<file path="config.mk">
export PLATFORM = sky130hd
export DESIGN_NAME = uart_16550_tx_register_block
export DESIGN_NICKNAME = d
export VERILOG_FILES = /design/src/utx_pkg.sv /design/src/utx_ram.sv /design/src/utx_front.sv /design/src/utx_queue.sv /design/src/utx_back.sv /design/src/uart_16550_tx_register_block.sv
export SDC_FILE = /design/constraint.sdc
export NUM_CORES = 1
export LEC_CHECK = 0
export BUFFER_PORTS_ARGS = -buffer_cell sky130_fd_sc_hd__buf_4
export CAP_MARGIN = 20
export CORE_MARGIN = 2
export CORE_UTILIZATION = 29
export CTS_CLUSTER_SIZE = 40
export DETAILED_ROUTE_END_ITERATION = 7
export SYNTH_ARGS = -nofsm -noshare
export SYNTH_HDL_FRONTEND = slang
export SYNTH_HIERARCHICAL = 1
export SYNTH_SLANG_ARGS = --single-unit
export TNS_END_PERCENT = 1
</file>
<file path="constraint.sdc">
create_clock -name clk -period 4.6 [get_ports clk]
set_input_delay 0.46 -clock clk [delete_from_list [all_inputs] [get_ports clk]]
set_output_delay 0.46 -clock clk [all_outputs]
set_load 0.01 [all_outputs]
</file>
<file path="src/utx_pkg.sv">
// Shared types and constants for the UART transmit register block.
`timescale 1ns / 1ps
package utx_pkg;

  localparam logic [1:0] FUNC_TICK  = 2'd0;
  localparam logic [1:0] FUNC_READ  = 2'd1;
  localparam logic [1:0] FUNC_WRITE = 2'd2;

  localparam logic [1:0] OP_NOP   = 2'd0;
  localparam logic [1:0] OP_TICK  = 2'd1;
  localparam logic [1:0] OP_READ  = 2'd2;
  localparam logic [1:0] OP_WRITE = 2'd3;

  localparam logic [2:0] REG_THR = 3'd0;
  localparam logic [2:0] REG_IER = 3'd1;
  localparam logic [2:0] REG_FCR = 3'd2;
  localparam logic [2:0] REG_LCR = 3'd3;
  localparam logic [2:0] REG_MCR = 3'd4;
  localparam logic [2:0] REG_LSR = 3'd5;
  localparam logic [2:0] REG_MSR = 3'd6;
  localparam logic [2:0] REG_SCR = 3'd7;

  localparam logic [7:0] LSR_HOLD_EMPTY = 8'h20;
  localparam logic [7:0] LSR_SHIFT_IDLE = 8'h40;
  localparam logic [7:0] IIR_NO_INT     = 8'h01;
  localparam logic [7:0] IIR_FIFO       = 8'hC1;

  localparam int OVERSAMPLE = 16;
  localparam int OS_W       = 4;
  localparam int FRAME_W    = 12;
  localparam int BITS_W     = 4;
  localparam int QUEUE_DEPTH = 2;

  typedef struct packed {
    logic [1:0] kind;
    logic [2:0] offset;
    logic [7:0] data;
  } op_t;

endpackage

</file>
<file path="src/utx_ram.sv">
// Generic single-write, single-read RAM with registered read data.
`timescale 1ns / 1ps
module utx_ram #(
  parameter int WIDTH = 8,
  parameter int DEPTH = 16,
  localparam int AW = (DEPTH > 1) ? $clog2(DEPTH) : 1
) (
  input  logic             clk,
  input  logic             we,
  input  logic [AW-1:0]    waddr,
  input  logic [WIDTH-1:0] wdata,
  input  logic [AW-1:0]    raddr,
  output logic [WIDTH-1:0] rdata
);

  logic [WIDTH-1:0] mem [DEPTH];
  logic [WIDTH-1:0] rdata_r;

  always_ff @(posedge clk) begin
    if (we) begin
      mem[waddr] <= wdata;
    end
    rdata_r <= mem[raddr];
  end

  assign rdata = rdata_r;

endmodule

</file>
<file path="src/utx_front.sv">
// Front end: accepts items and classifies them into operations.
`timescale 1ns / 1ps
module utx_front
  import utx_pkg::*;
(
  input  logic       in_valid,
  output logic       in_stall,
  input  logic [1:0] in_func,
  input  logic [2:0] in_reg_offset,
  input  logic [7:0] in_write_data,
  input  logic       q_full,
  output logic       push,
  output op_t        push_op
);

  always_comb begin
    push_op.offset = in_reg_offset;
    push_op.data   = in_write_data;
    case (in_func)
      FUNC_TICK:  push_op.kind = OP_TICK;
      FUNC_READ:  push_op.kind = OP_READ;
      FUNC_WRITE: push_op.kind = OP_WRITE;
      default:    push_op.kind = OP_NOP;
    endcase
  end

  assign in_stall = q_full;
  assign push     = in_valid && !q_full;

endmodule

</file>
<file path="src/utx_queue.sv">
// Two-entry queue of decoded operations between front and back.
`timescale 1ns / 1ps
module utx_queue
  import utx_pkg::*;
(
  input  logic clk,
  input  logic rst_n,
  input  logic push,
  input  op_t  push_op,
  output logic full,
  input  logic pop,
  output logic op_valid,
  output op_t  op
);

  op_t        ent_r [QUEUE_DEPTH];
  logic       wr_ptr_r, wr_ptr_nxt;
  logic       rd_ptr_r, rd_ptr_nxt;
  logic [1:0] count_r, count_nxt;

  always_comb begin
    wr_ptr_nxt = push ? ~wr_ptr_r : wr_ptr_r;
    rd_ptr_nxt = pop ? ~rd_ptr_r : rd_ptr_r;
    count_nxt  = count_r + {1'b0, push} - {1'b0, pop};
  end

  always_ff @(posedge clk) begin
    if (!rst_n) begin
      wr_ptr_r <= 1'b0;
      rd_ptr_r <= 1'b0;
      count_r  <= 2'd0;
    end else begin
      wr_ptr_r <= wr_ptr_nxt;
      rd_ptr_r <= rd_ptr_nxt;
      count_r  <= count_nxt;
    end
  end

  always_ff @(posedge clk) begin
    if (push) begin
      ent_r[wr_ptr_r] <= push_op;
    end
  end

  assign full     = (count_r == 2'(QUEUE_DEPTH));
  assign op_valid = (count_r != 2'd0);
  assign op       = ent_r[rd_ptr_r];

`ifndef SYNTHESIS
  a_count_range: assert property (@(posedge clk) disable iff (!rst_n)
    count_r <= 2'(QUEUE_DEPTH))
    else $error("queue count out of range");
  a_no_pop_empty: assert property (@(posedge clk) disable iff (!rst_n)
    pop |-> op_valid)
    else $error("pop while queue empty");
  a_no_push_full: assert property (@(posedge clk) disable iff (!rst_n)
    push |-> !full)
    else $error("push while queue full");
`endif

endmodule

</file>
<file path="src/utx_back.sv">
// Back end: register file, TX store, baud generator, shifter and result register.
`timescale 1ns / 1ps
module utx_back
  import utx_pkg::*;
#(
  parameter int FIFO_DEPTH = 16,
  localparam int PTR_W = (FIFO_DEPTH > 1) ? $clog2(FIFO_DEPTH) : 1,
  localparam int CNT_W = $clog2(FIFO_DEPTH + 1)
) (
  input  logic             clk,
  input  logic             rst_n,
  input  logic             op_valid,
  input  op_t              op,
  output logic             pop,
  input  logic             out_stall,
  output logic             out_valid,
  output logic [7:0]       out_read_data,
  output logic             out_txd,
  output logic             ram_we,
  output logic [PTR_W-1:0] ram_waddr,
  output logic [7:0]       ram_wdata,
  output logic [PTR_W-1:0] ram_raddr,
  input  logic [7:0]       ram_rdata
);

  logic [CNT_W-1:0]   cnt_r, cnt_nxt;
  logic [PTR_W-1:0]   head_r, head_nxt;
  logic [PTR_W-1:0]   tail_r, tail_nxt;
  logic               fen_r, fen_nxt;
  logic [7:0]         lcr_r, lcr_nxt;
  logic [4:0]         mcr_r, mcr_nxt;
  logic [3:0]         ier_r, ier_nxt;
  logic [15:0]        div_r, div_nxt;
  logic [7:0]         scr_r, scr_nxt;
  logic [15:0]        baud_r, baud_nxt;
  logic [OS_W-1:0]    os_r, os_nxt;
  logic [FRAME_W-1:0] sf_r, sf_nxt;
  logic [BITS_W-1:0]  bits_r, bits_nxt;
  logic               byp_r;
  logic [7:0]         byp_data_r;
  logic               out_valid_r;
  logic [7:0]         out_read_data_r;
  logic               out_txd_r;

  logic               exec;
  logic [7:0]         rd_val;
  logic [7:0]         head_data;
  logic [CNT_W-1:0]   cap;
  logic               dlab;
  logic               is_tick, is_read, is_write;
  logic               ld, pulse, fcr_en;
  logic [3:0]         wl, pos;
  logic [7:0]         dmask, dm;
  logic [11:0]        dm_ext;
  logic               par;
  logic [FRAME_W-1:0] frame_ld;
  logic [BITS_W-1:0]  bits_a;
  logic [OS_W-1:0]    os_a;
  logic [FRAME_W-1:0] sf_a;
  logic [OS_W:0]      os_inc;
  logic               txd_nxt;

  function automatic logic [PTR_W-1:0] ptr_inc(input logic [PTR_W-1:0] p);
    if (p == PTR_W'(FIFO_DEPTH - 1)) begin
      return '0;
    end
    return p + PTR_W'(1);
  endfunction

  assign exec      = op_valid && (!out_valid_r || !out_stall);
  assign pop       = exec;
  assign is_tick   = exec && (op.kind == OP_TICK);
  assign is_read   = exec && (op.kind == OP_READ);
  assign is_write  = exec && (op.kind == OP_WRITE);
  assign dlab      = lcr_r[7];
  assign head_data = byp_r ? byp_data_r : ram_rdata;
  assign cap       = fen_r ? CNT_W'(FIFO_DEPTH) : CNT_W'(1);

  // frame assembly from the head byte under the current LCR
  always_comb begin
    wl     = {2'b00, lcr_r[1:0]} + 4'd5;
    pos    = 4'd1 + wl + {3'b000, lcr_r[3]} + (lcr_r[2] ? 4'd2 : 4'd1);
    dmask  = 8'hFF >> (2'd3 - lcr_r[1:0]);
    dm     = head_data & dmask;
    dm_ext = {4'b0000, dm};
    par    = lcr_r[5] ? ~lcr_r[4] : ((^dm) ^ ~lcr_r[4]);
    frame_ld    = '0;
    frame_ld[0] = 1'b0;
    for (int i = 1; i < FRAME_W; i++) begin
      if (4'(i) <= wl) begin
        frame_ld[i] = dm_ext[i-1];
      end else if (lcr_r[3] && (4'(i) == wl + 4'd1)) begin
        frame_ld[i] = par;
      end else if (4'(i) < pos) begin
        frame_ld[i] = 1'b1;
      end else begin
        frame_ld[i] = 1'b0;
      end
    end
  end

  // register read
  always_comb begin
    rd_val = 8'h00;
    case (op.offset)
      REG_THR: rd_val = dlab ? div_r[7:0] : 8'h00;
      REG_IER: rd_val = dlab ? div_r[15:8] : {4'h0, ier_r};
      REG_FCR: rd_val = fen_r ? IIR_FIFO : IIR_NO_INT;
      REG_LCR: rd_val = lcr_r;
      REG_MCR: rd_val = {3'b000, mcr_r};
      REG_LSR: rd_val = (cnt_r != '0) ? 8'h00 :
                        (LSR_HOLD_EMPTY | ((bits_r == '0) ? LSR_SHIFT_IDLE : 8'h00));
      REG_MSR: rd_val = mcr_r[4] ? {mcr_r[3], mcr_r[2], mcr_r[0], mcr_r[1], 4'h0} : 8'h00;
      REG_SCR: rd_val = scr_r;
      default: rd_val = 8'h00;
    endcase
  end

  // state update
  always_comb begin
    cnt_nxt   = cnt_r;
    head_nxt  = head_r;
    tail_nxt  = tail_r;
    fen_nxt   = fen_r;
    lcr_nxt   = lcr_r;
    mcr_nxt   = mcr_r;
    ier_nxt   = ier_r;
    div_nxt   = div_r;
    scr_nxt   = scr_r;
    baud_nxt  = baud_r;
    ram_we    = 1'b0;
    ram_waddr = tail_r;
    ram_wdata = op.data;
    fcr_en    = op.data[0];

    ld     = is_tick && (bits_r == '0) && (cnt_r != '0);
    bits_a = ld ? pos : bits_r;
    os_a   = ld ? '0 : os_r;
    sf_a   = ld ? frame_ld : sf_r;
    pulse  = is_tick && (div_r != 16'd0) && (baud_r >= div_r - 16'd1);
    os_inc = {1'b0, os_a} + 5'd1;
    os_nxt   = os_a;
    sf_nxt   = sf_a;
    bits_nxt = bits_a;

    if (ld) begin
      head_nxt = ptr_inc(head_r);
      cnt_nxt  = cnt_r - CNT_W'(1);
    end
    if (is_tick && (div_r != 16'd0)) begin
      baud_nxt = pulse ? 16'd0 : baud_r + 16'd1;
    end
    if (pulse && (bits_a != '0)) begin
      if (os_inc >= 5'(OVERSAMPLE)) begin
        os_nxt   = '0;
        sf_nxt   = {1'b1, sf_a[FRAME_W-1:1]};
        bits_nxt = bits_a - BITS_W'(1);
      end else begin
        os_nxt = os_inc[OS_W-1:0];
      end
    end

    if (is_write) begin
      case (op.offset)
        REG_THR: begin
          if (dlab) begin
            div_nxt[7:0] = op.data;
          end else if (cnt_r < cap) begin
            ram_we    = 1'b1;
            ram_waddr = tail_r;
            tail_nxt  = ptr_inc(tail_r);
            cnt_nxt   = cnt_r + CNT_W'(1);
          end else if (!fen_r) begin
            ram_we    = 1'b1;
            ram_waddr = head_r;
          end
        end
        REG_IER: begin
          if (dlab) begin
            div_nxt[15:8] = op.data;
          end else begin
            ier_nxt = op.data[3:0];
          end
        end
        REG_FCR: begin
          if ((fcr_en != fen_r) || (fcr_en && op.data[2])) begin
            cnt_nxt  = '0;
            head_nxt = '0;
            tail_nxt = '0;
          end
          fen_nxt = fcr_en;
        end
        REG_LCR: lcr_nxt = op.data;
        REG_MCR: mcr_nxt = op.data[4:0];
        REG_SCR: scr_nxt = op.data;
        default: ;
      endcase
    end

    txd_nxt = mcr_nxt[4] ? 1'b1 :
              lcr_nxt[6] ? 1'b0 :
              (bits_nxt != '0) ? sf_nxt[0] : 1'b1;
  end

  assign ram_raddr = head_nxt;

  always_ff @(posedge clk) begin
    if (!rst_n) begin
      cnt_r       <= '0;
      head_r      <= '0;
      tail_r      <= '0;
      fen_r       <= 1'b0;
      lcr_r       <= 8'h00;
      mcr_r       <= 5'h00;
      ier_r       <= 4'h0;
      div_r       <= 16'h0000;
      scr_r       <= 8'h00;
      baud_r      <= 16'h0000;
      os_r        <= '0;
      sf_r        <= '1;
      bits_r      <= '0;
      byp_r       <= 1'b0;
      out_valid_r <= 1'b0;
    end else begin
      cnt_r  <= cnt_nxt;
      head_r <= head_nxt;
      tail_r <= tail_nxt;
      fen_r  <= fen_nxt;
      lcr_r  <= lcr_nxt;
      mcr_r  <= mcr_nxt;
      ier_r  <= ier_nxt;
      div_r  <= div_nxt;
      scr_r  <= scr_nxt;
      baud_r <= baud_nxt;
      os_r   <= os_nxt;
      sf_r   <= sf_nxt;
      bits_r <= bits_nxt;
      byp_r  <= ram_we && (ram_waddr == ram_raddr);
      if (exec) begin
        out_valid_r <= 1'b1;
      end else if (!out_stall) begin
        out_valid_r <= 1'b0;
      end
    end
  end

  always_ff @(posedge clk) begin
    byp_data_r <= ram_wdata;
    if (exec) begin
      out_read_data_r <= is_read ? rd_val : 8'h00;
      out_txd_r       <= txd_nxt;
    end
  end

  assign out_valid     = out_valid_r;
  assign out_read_data = out_read_data_r;
  assign out_txd       = out_txd_r;

`ifndef SYNTHESIS
  a_cnt_range: assert property (@(posedge clk) disable iff (!rst_n)
    (cnt_r <= CNT_W'(FIFO_DEPTH)) && (fen_r || (cnt_r <= CNT_W'(1))))
    else $error("TX store count exceeds capacity");
  a_bits_range: assert property (@(posedge clk) disable iff (!rst_n)
    bits_r <= BITS_W'(FRAME_W))
    else $error("frame bit count out of range");
  a_load_idle: assert property (@(posedge clk) disable iff (!rst_n)
    ld |-> (bits_r == '0) && (cnt_r != '0))
    else $error("frame load while shifter busy or store empty");
`endif

endmodule

</file>
<file path="src/uart_16550_tx_register_block.sv">
// Top level of the 16550-style UART transmit register block.
// An accepted item is written into the two-entry queue, executes from it once the output
// is not stalled, and its result is then held in the registered result outputs.
// Throughput: one item per cycle while the output is not stalled; the single execute stage
// in the back end handles one tick, read or write each cycle that it is not stalled.
// Reset: all control and UART registers clear; the TXD output register is not reset; FIFO
// entries are undefined until written and need no clearing pass.
`timescale 1ns / 1ps
module uart_16550_tx_register_block
  import utx_pkg::*;
#(
  parameter int FIFO_DEPTH = 16
) (
  input  logic       clk,
  input  logic       rst_n,
  input  logic       in_valid,
  output logic       in_stall,
  input  logic [1:0] in_func,
  input  logic [2:0] in_reg_offset,
  input  logic [7:0] in_write_data,
  output logic       out_valid,
  input  logic       out_stall,
  output logic [7:0] out_read_data,
  output logic       out_txd
);

  localparam int PTR_W = (FIFO_DEPTH > 1) ? $clog2(FIFO_DEPTH) : 1;

  logic             push, q_full, pop, op_valid;
  op_t              push_op, op;
  logic             ram_we;
  logic [PTR_W-1:0] ram_waddr, ram_raddr;
  logic [7:0]       ram_wdata, ram_rdata;

  utx_front u_front (
    .in_valid      (in_valid),
    .in_stall      (in_stall),
    .in_func       (in_func),
    .in_reg_offset (in_reg_offset),
    .in_write_data (in_write_data),
    .q_full        (q_full),
    .push          (push),
    .push_op       (push_op)
  );

  utx_queue u_queue (
    .clk      (clk),
    .rst_n    (rst_n),
    .push     (push),
    .push_op  (push_op),
    .full     (q_full),
    .pop      (pop),
    .op_valid (op_valid),
    .op       (op)
  );

  utx_ram #(
    .WIDTH (8),
    .DEPTH (FIFO_DEPTH)
  ) u_fifo_ram (
    .clk   (clk),
    .we    (ram_we),
    .waddr (ram_waddr),
    .wdata (ram_wdata),
    .raddr (ram_raddr),
    .rdata (ram_rdata)
  );

  utx_back #(
    .FIFO_DEPTH (FIFO_DEPTH)
  ) u_back (
    .clk           (clk),
    .rst_n         (rst_n),
    .op_valid      (op_valid),
    .op            (op),
    .pop           (pop),
    .out_stall     (out_stall),
    .out_valid     (out_valid),
    .out_read_data (out_read_data),
    .out_txd       (out_txd),
    .ram_we        (ram_we),
    .ram_waddr     (ram_waddr),
    .ram_wdata     (ram_wdata),
    .ram_raddr     (ram_raddr),
    .ram_rdata     (ram_rdata)
  );

endmodule
</file>
==> results.txt <==
----------------------------------------------------
[Global route]
  Antenna violations before repair ... 0
  Overflow after GRT ... 0
  Number of global-route vias before repair ... 8107
  Wire length of the first global-routing pass ... 45030 µm
  Largest net degree at the start of global routing ... 66
  Combined global-route utilization of all metal layers ... 0.1196

[Cells and area]
  FF/Latch Area ... 7177 µm²
  Total non-filler cell area in the finished layout ... 14770 µm²
  Final layout net count ... 1118
  Fill count ... between 4000 and 5000
  Fraction of layout instances using a drive strength above 1 ... 0.1497
  Number of antenna cells inserted ... 0
  Area of the multi-input gates ... 5331 µm²
  Syn-to-layout area delta ... 13.60%

[Floorplanning]
  Die Span Y ... ~220 µm
  Ports placed on the boundary ... 28
  Die X ... 215.7 µm
  Initial cell density of the core ... 0.2939
  Floorplan die area ... roughly 47000 µm²
  Core box area ... 44220 µm²
  Standard-cell rows ... 77

[Worst setup path]
  Cell depth of the worst flop-to-flop path ... 14
  CP max FO ... 6
  Setup CP Type ... reg2reg
  Worst Path Required ... 4.88 ns
  Critical path launch point type ... flop
  CP endpoint kind ... flop
  Endpoint of the worst setup timing path ... u_back/out_txd$_SDFFCE_PP1P_
  Crit path arrival time ... 4.13 ns
  Crit path from ... u_back/div_r[2]$_SDFFE_PN0P_
  Reg2reg setup slack ... 0.75 ns
  Origin of the critical flop-to-flop path ... u_back/div_r[2]$_SDFFE_PN0P_
  R2R Path End ... u_back/out_txd$_SDFFCE_PP1P_

[Logic synthesis]
  Number of enable-type register cells in the synthesized netlist ... 163
  Synth cell count leaders ... 163 x sky130_fd_sc_hd__edfxtp_1, 114 x sky130_fd_sc_hd__dfxtp_1, 84 x sky130_fd_sc_hd__nand2_1, 74 x sky130_fd_sc_hd__nor2_1, 44 x sky130_fd_sc_hd__nor2b_1
  Count of state elements after synthesis ... about 280
  Synth top area cells ... sky130_fd_sc_hd__edfxtp_1 38%, sky130_fd_sc_hd__dfxtp_1 18%, sky130_fd_sc_hd__ha_1 3.2%
  Dominant cell by count in the synthesized netlist ... sky130_fd_sc_hd__edfxtp_1
  Share of async-settable or async-resettable flops after synthesis ... 0
  Area share of the largest cell type after synthesis ... 0.3766
  Synthesis Warnings ... 6
  Share of the yosys chip area belonging to registers ... 0.5521
  Avg Inst Size Synth ... 12.37 µm²
  Count of mapped cells out of synthesis ... 1051
  Top_reg_cell synth ... sky130_fd_sc_hd__edfxtp_1
  Number of nets in the synthesized netlist ... 1103
  Cell taking the most area after synthesis ... sky130_fd_sc_hd__edfxtp_1
  Synth unique cells ... 78
  Netlist area before placement ... ~13000 µm²

[Timing]
  Relative slew slack ... 0.3356
  Fin. Hold Viols ... 0
  Clock skew after layout ... 0.04257 ns
  Final worst-path cycle share ... 0.8377
  Worst hold slack ... slightly below 0.07 ns
  Time the worst path needs with I/O delays and setup ... between 3 and 4 ns
  Achievable Freq ... between 200 and 300 MHz
  Actual transition at the worst max-transition pin ... around 1 ns
  Setup repair after global routing missed its margin ... false
  Setup TNS ... 0 ns
  Max Transition Viols Final ... 0
  Setup-failing EPs final ... 0

[Pwr]
  Clock power frac ... 0.393
  Net Sw Frac ... 0.2573
  Portion of total power attributed to combinational logic ... 0.138
  Power share of the sequential group ... 0.469
  Net switching power ... 1.591 mW
  PD cells ... 418.7 nW/µm²
  Internal cell power ... 4.591 mW
  Static leakage ... 5.200 nW
  Worst supply voltage drop on vdd ... 0.3066 mV

[Routing]
  Final ANT Viol Nets ... 0
  Routed via count ... 8052
  Number of optimization iterations in the first detailed-route pass ... 5
  Via/cell ratio ... approximately 4.8
  Total detailed-routing wirelength ... 28020 µm
  Routed length per placed instance ... 16.67 µm
  Highest signal layer in the routed design ... met4
  Length of routed wiring on met1 ... 13010 µm
  Routed met2 length ... 13290 µm
  Starting DRC count in detailed routing ... 525
  Met3 WL ... 1056 µm
  DRC Markers ... 0

[CTS]
  H-tree level count ... 1
  # Post-CTS Setup Buffers ... 0
  Worst skew pair latency ... 0.57 ns
  Library cell used as clock root buffer ... sky130_fd_sc_hd__clkbuf_16
  Max Buffers Root-to-Sink ... 3
  Post-CTS resize count ... 0
  Number of buffers created by CTS ... 30
  CTS hold repair buffers ... 0
  Number of sinks on the clock net ... 277
  TritonCTS clock tree ... done
  Clock-pin transition on the worst setup and hold timing paths ... 0.06 ns

[Flow run]
  Number of max-capacitance violations reported ... 0

[Status]
  Run status ... complete, no violations

[Placed design]
  Placed wire-length estimate ... 18750 µm
  Quantity of I/O buffers inserted on ports ... 27
  Final weighted congestion of routability-driven global placement ... slightly above 0.8
  DP Area ... 13750 µm²

[Hold path]
  Number of cells on the worst hold path ... 1
  Hold crit path type ... in2reg

----------------------------------------------------
power groups by stage:
stage	registers [mW]	clock network (mW)	logic [mW]
floorplan	2.95	0	0.559
global placement	2.95	0	0.846
detailed placement	2.95	0	0.859
CTS	2.90	2.49	0.861
global route	2.91	2.60	0.931
finish	2.90	2.43	0.852
metrics by stage:
step           instances  worst slack [ns]  utilization  power (mW)
2_1_floorplan       1051            0.9618            -       3.512
3_3_place_gp        1626            0.8305       0.3108       3.793
3_5_place_dp        1626            0.7506       0.3108       3.812
4_1_cts             1681            0.7382       0.3339       6.250
5_1_grt             1681            0.4475       0.3339       6.438
6_report            1681            0.7465       0.3339       6.182
layout make-up:
cell class / instances / area share
sequential: 277 / 0.4860
multi-input combinational: 682 / 0.3610
clock buffer: 38 / 0.05567
tap: 592 / 0.05016
timing repair buffer: 54 / 0.02830
clock inverter: 17 / 0.01347
inverter: 21 / 0.005338
layer usage:
metal	track usage	vias up
met1	0.1617	3953
met3	0.01903	50
met4	0.03287	0
met2	0.1985	136
met5	0	-
li1	-	3913
registers in the layout, indices dropped and copies added (netlist names), 5 cells and up, named ones only:
| signal | cells |
|---|---|
| u_back/div_r | 16 |
| u_back/out_read_data | 8 |
| u_back/byp_data_r | 8 |
| u_back/lcr_r | 8 |
| u_back/mcr_r | 5 |
| u_back/baud_r | 16 |
| u_fifo_ram/rdata | 8 |
| u_fifo_ram/mem | 128 |
| u_queue/ent_r | 26 |
| u_back/scr_r | 8 |
| u_back/sf_r | 12 |
| u_back/cnt_r | 5 |
worst max-delay path: stages, from the launching register on:
cell and delay, ns:
sky130_fd_sc_hd__dfxtp_1 0.37, sky130_fd_sc_hd__nor3_2 0.33, sky130_fd_sc_hd__and3_1 0.27, sky130_fd_sc_hd__nand2_1 0.09, sky130_fd_sc_hd__or3_1 0.33, sky130_fd_sc_hd__xor2_1 0.15
sky130_fd_sc_hd__ha_1 0.30, sky130_fd_sc_hd__nand2_1 0.07, sky130_fd_sc_hd__o21ai_0 0.42, sky130_fd_sc_hd__nor4_1 0.13, sky130_fd_sc_hd__buf_4 0.17, sky130_fd_sc_hd__nor3_2 0.34
sky130_fd_sc_hd__mux2_1 0.36, sky130_fd_sc_hd__a21boi_1 0.17, sky130_fd_sc_hd__o21ai_1 0.07
cells in the final DEF (no fill, tap or decap), drive strengths merged, types with 24 or more instances in the layout:
master | Yosys | layout
o21ai | 25 | 25
mux4 | 32 | 32
ha | 33 | 33
nand3 | 40 | 40
buf | 42 | 54
mux2 | 24 | 24
edfxtp | 163 | 163
a21oi | 38 | 38
nand2 | 84 | 84
mux2i | 38 | 38
dfxtp | 114 | 114
nor2 | 75 | 75
nor2b | 44 | 44
clkbuf | 26 | 38
worst min-delay path by stage:
stage                                           from                             to  slack (ns)
final                               in_write_data[3]  u_queue/ent_r[0][3]$_DFFE_PP_        0.07
after global routing                in_write_data[4]  u_queue/ent_r[1][4]$_DFFE_PP_        0.04
after CTS                           in_write_data[3]  u_queue/ent_r[0][3]$_DFFE_PP_        0.05
after detailed placement  u_back/sf_r[10]$_SDFF_PN1_      u_back/sf_r[9]$_SDFF_PN1_        0.47
after global placement    u_back/sf_r[11]$_SDFF_PN1_     u_back/sf_r[10]$_SDFF_PN1_        0.46
after floorplan           u_back/sf_r[11]$_SDFF_PN1_     u_back/sf_r[10]$_SDFF_PN1_        0.45
cells by family (layout without fill, tap and decap cells):
family / Yosys count / count (layout) / synth area share
buf+inv: 92 / 130 / 0.03918
xor+xnor: 47 / 47 / 0.03378
compound gates: 165 / 165 / 0.08990
mux: 94 / 94 / 0.1127
simple gates: 341 / 341 / 0.1375
flops: 277 / 277 / 0.5521
fa+ha+maj: 35 / 35 / 0.03484
Power figures use the tool's default switching activity.
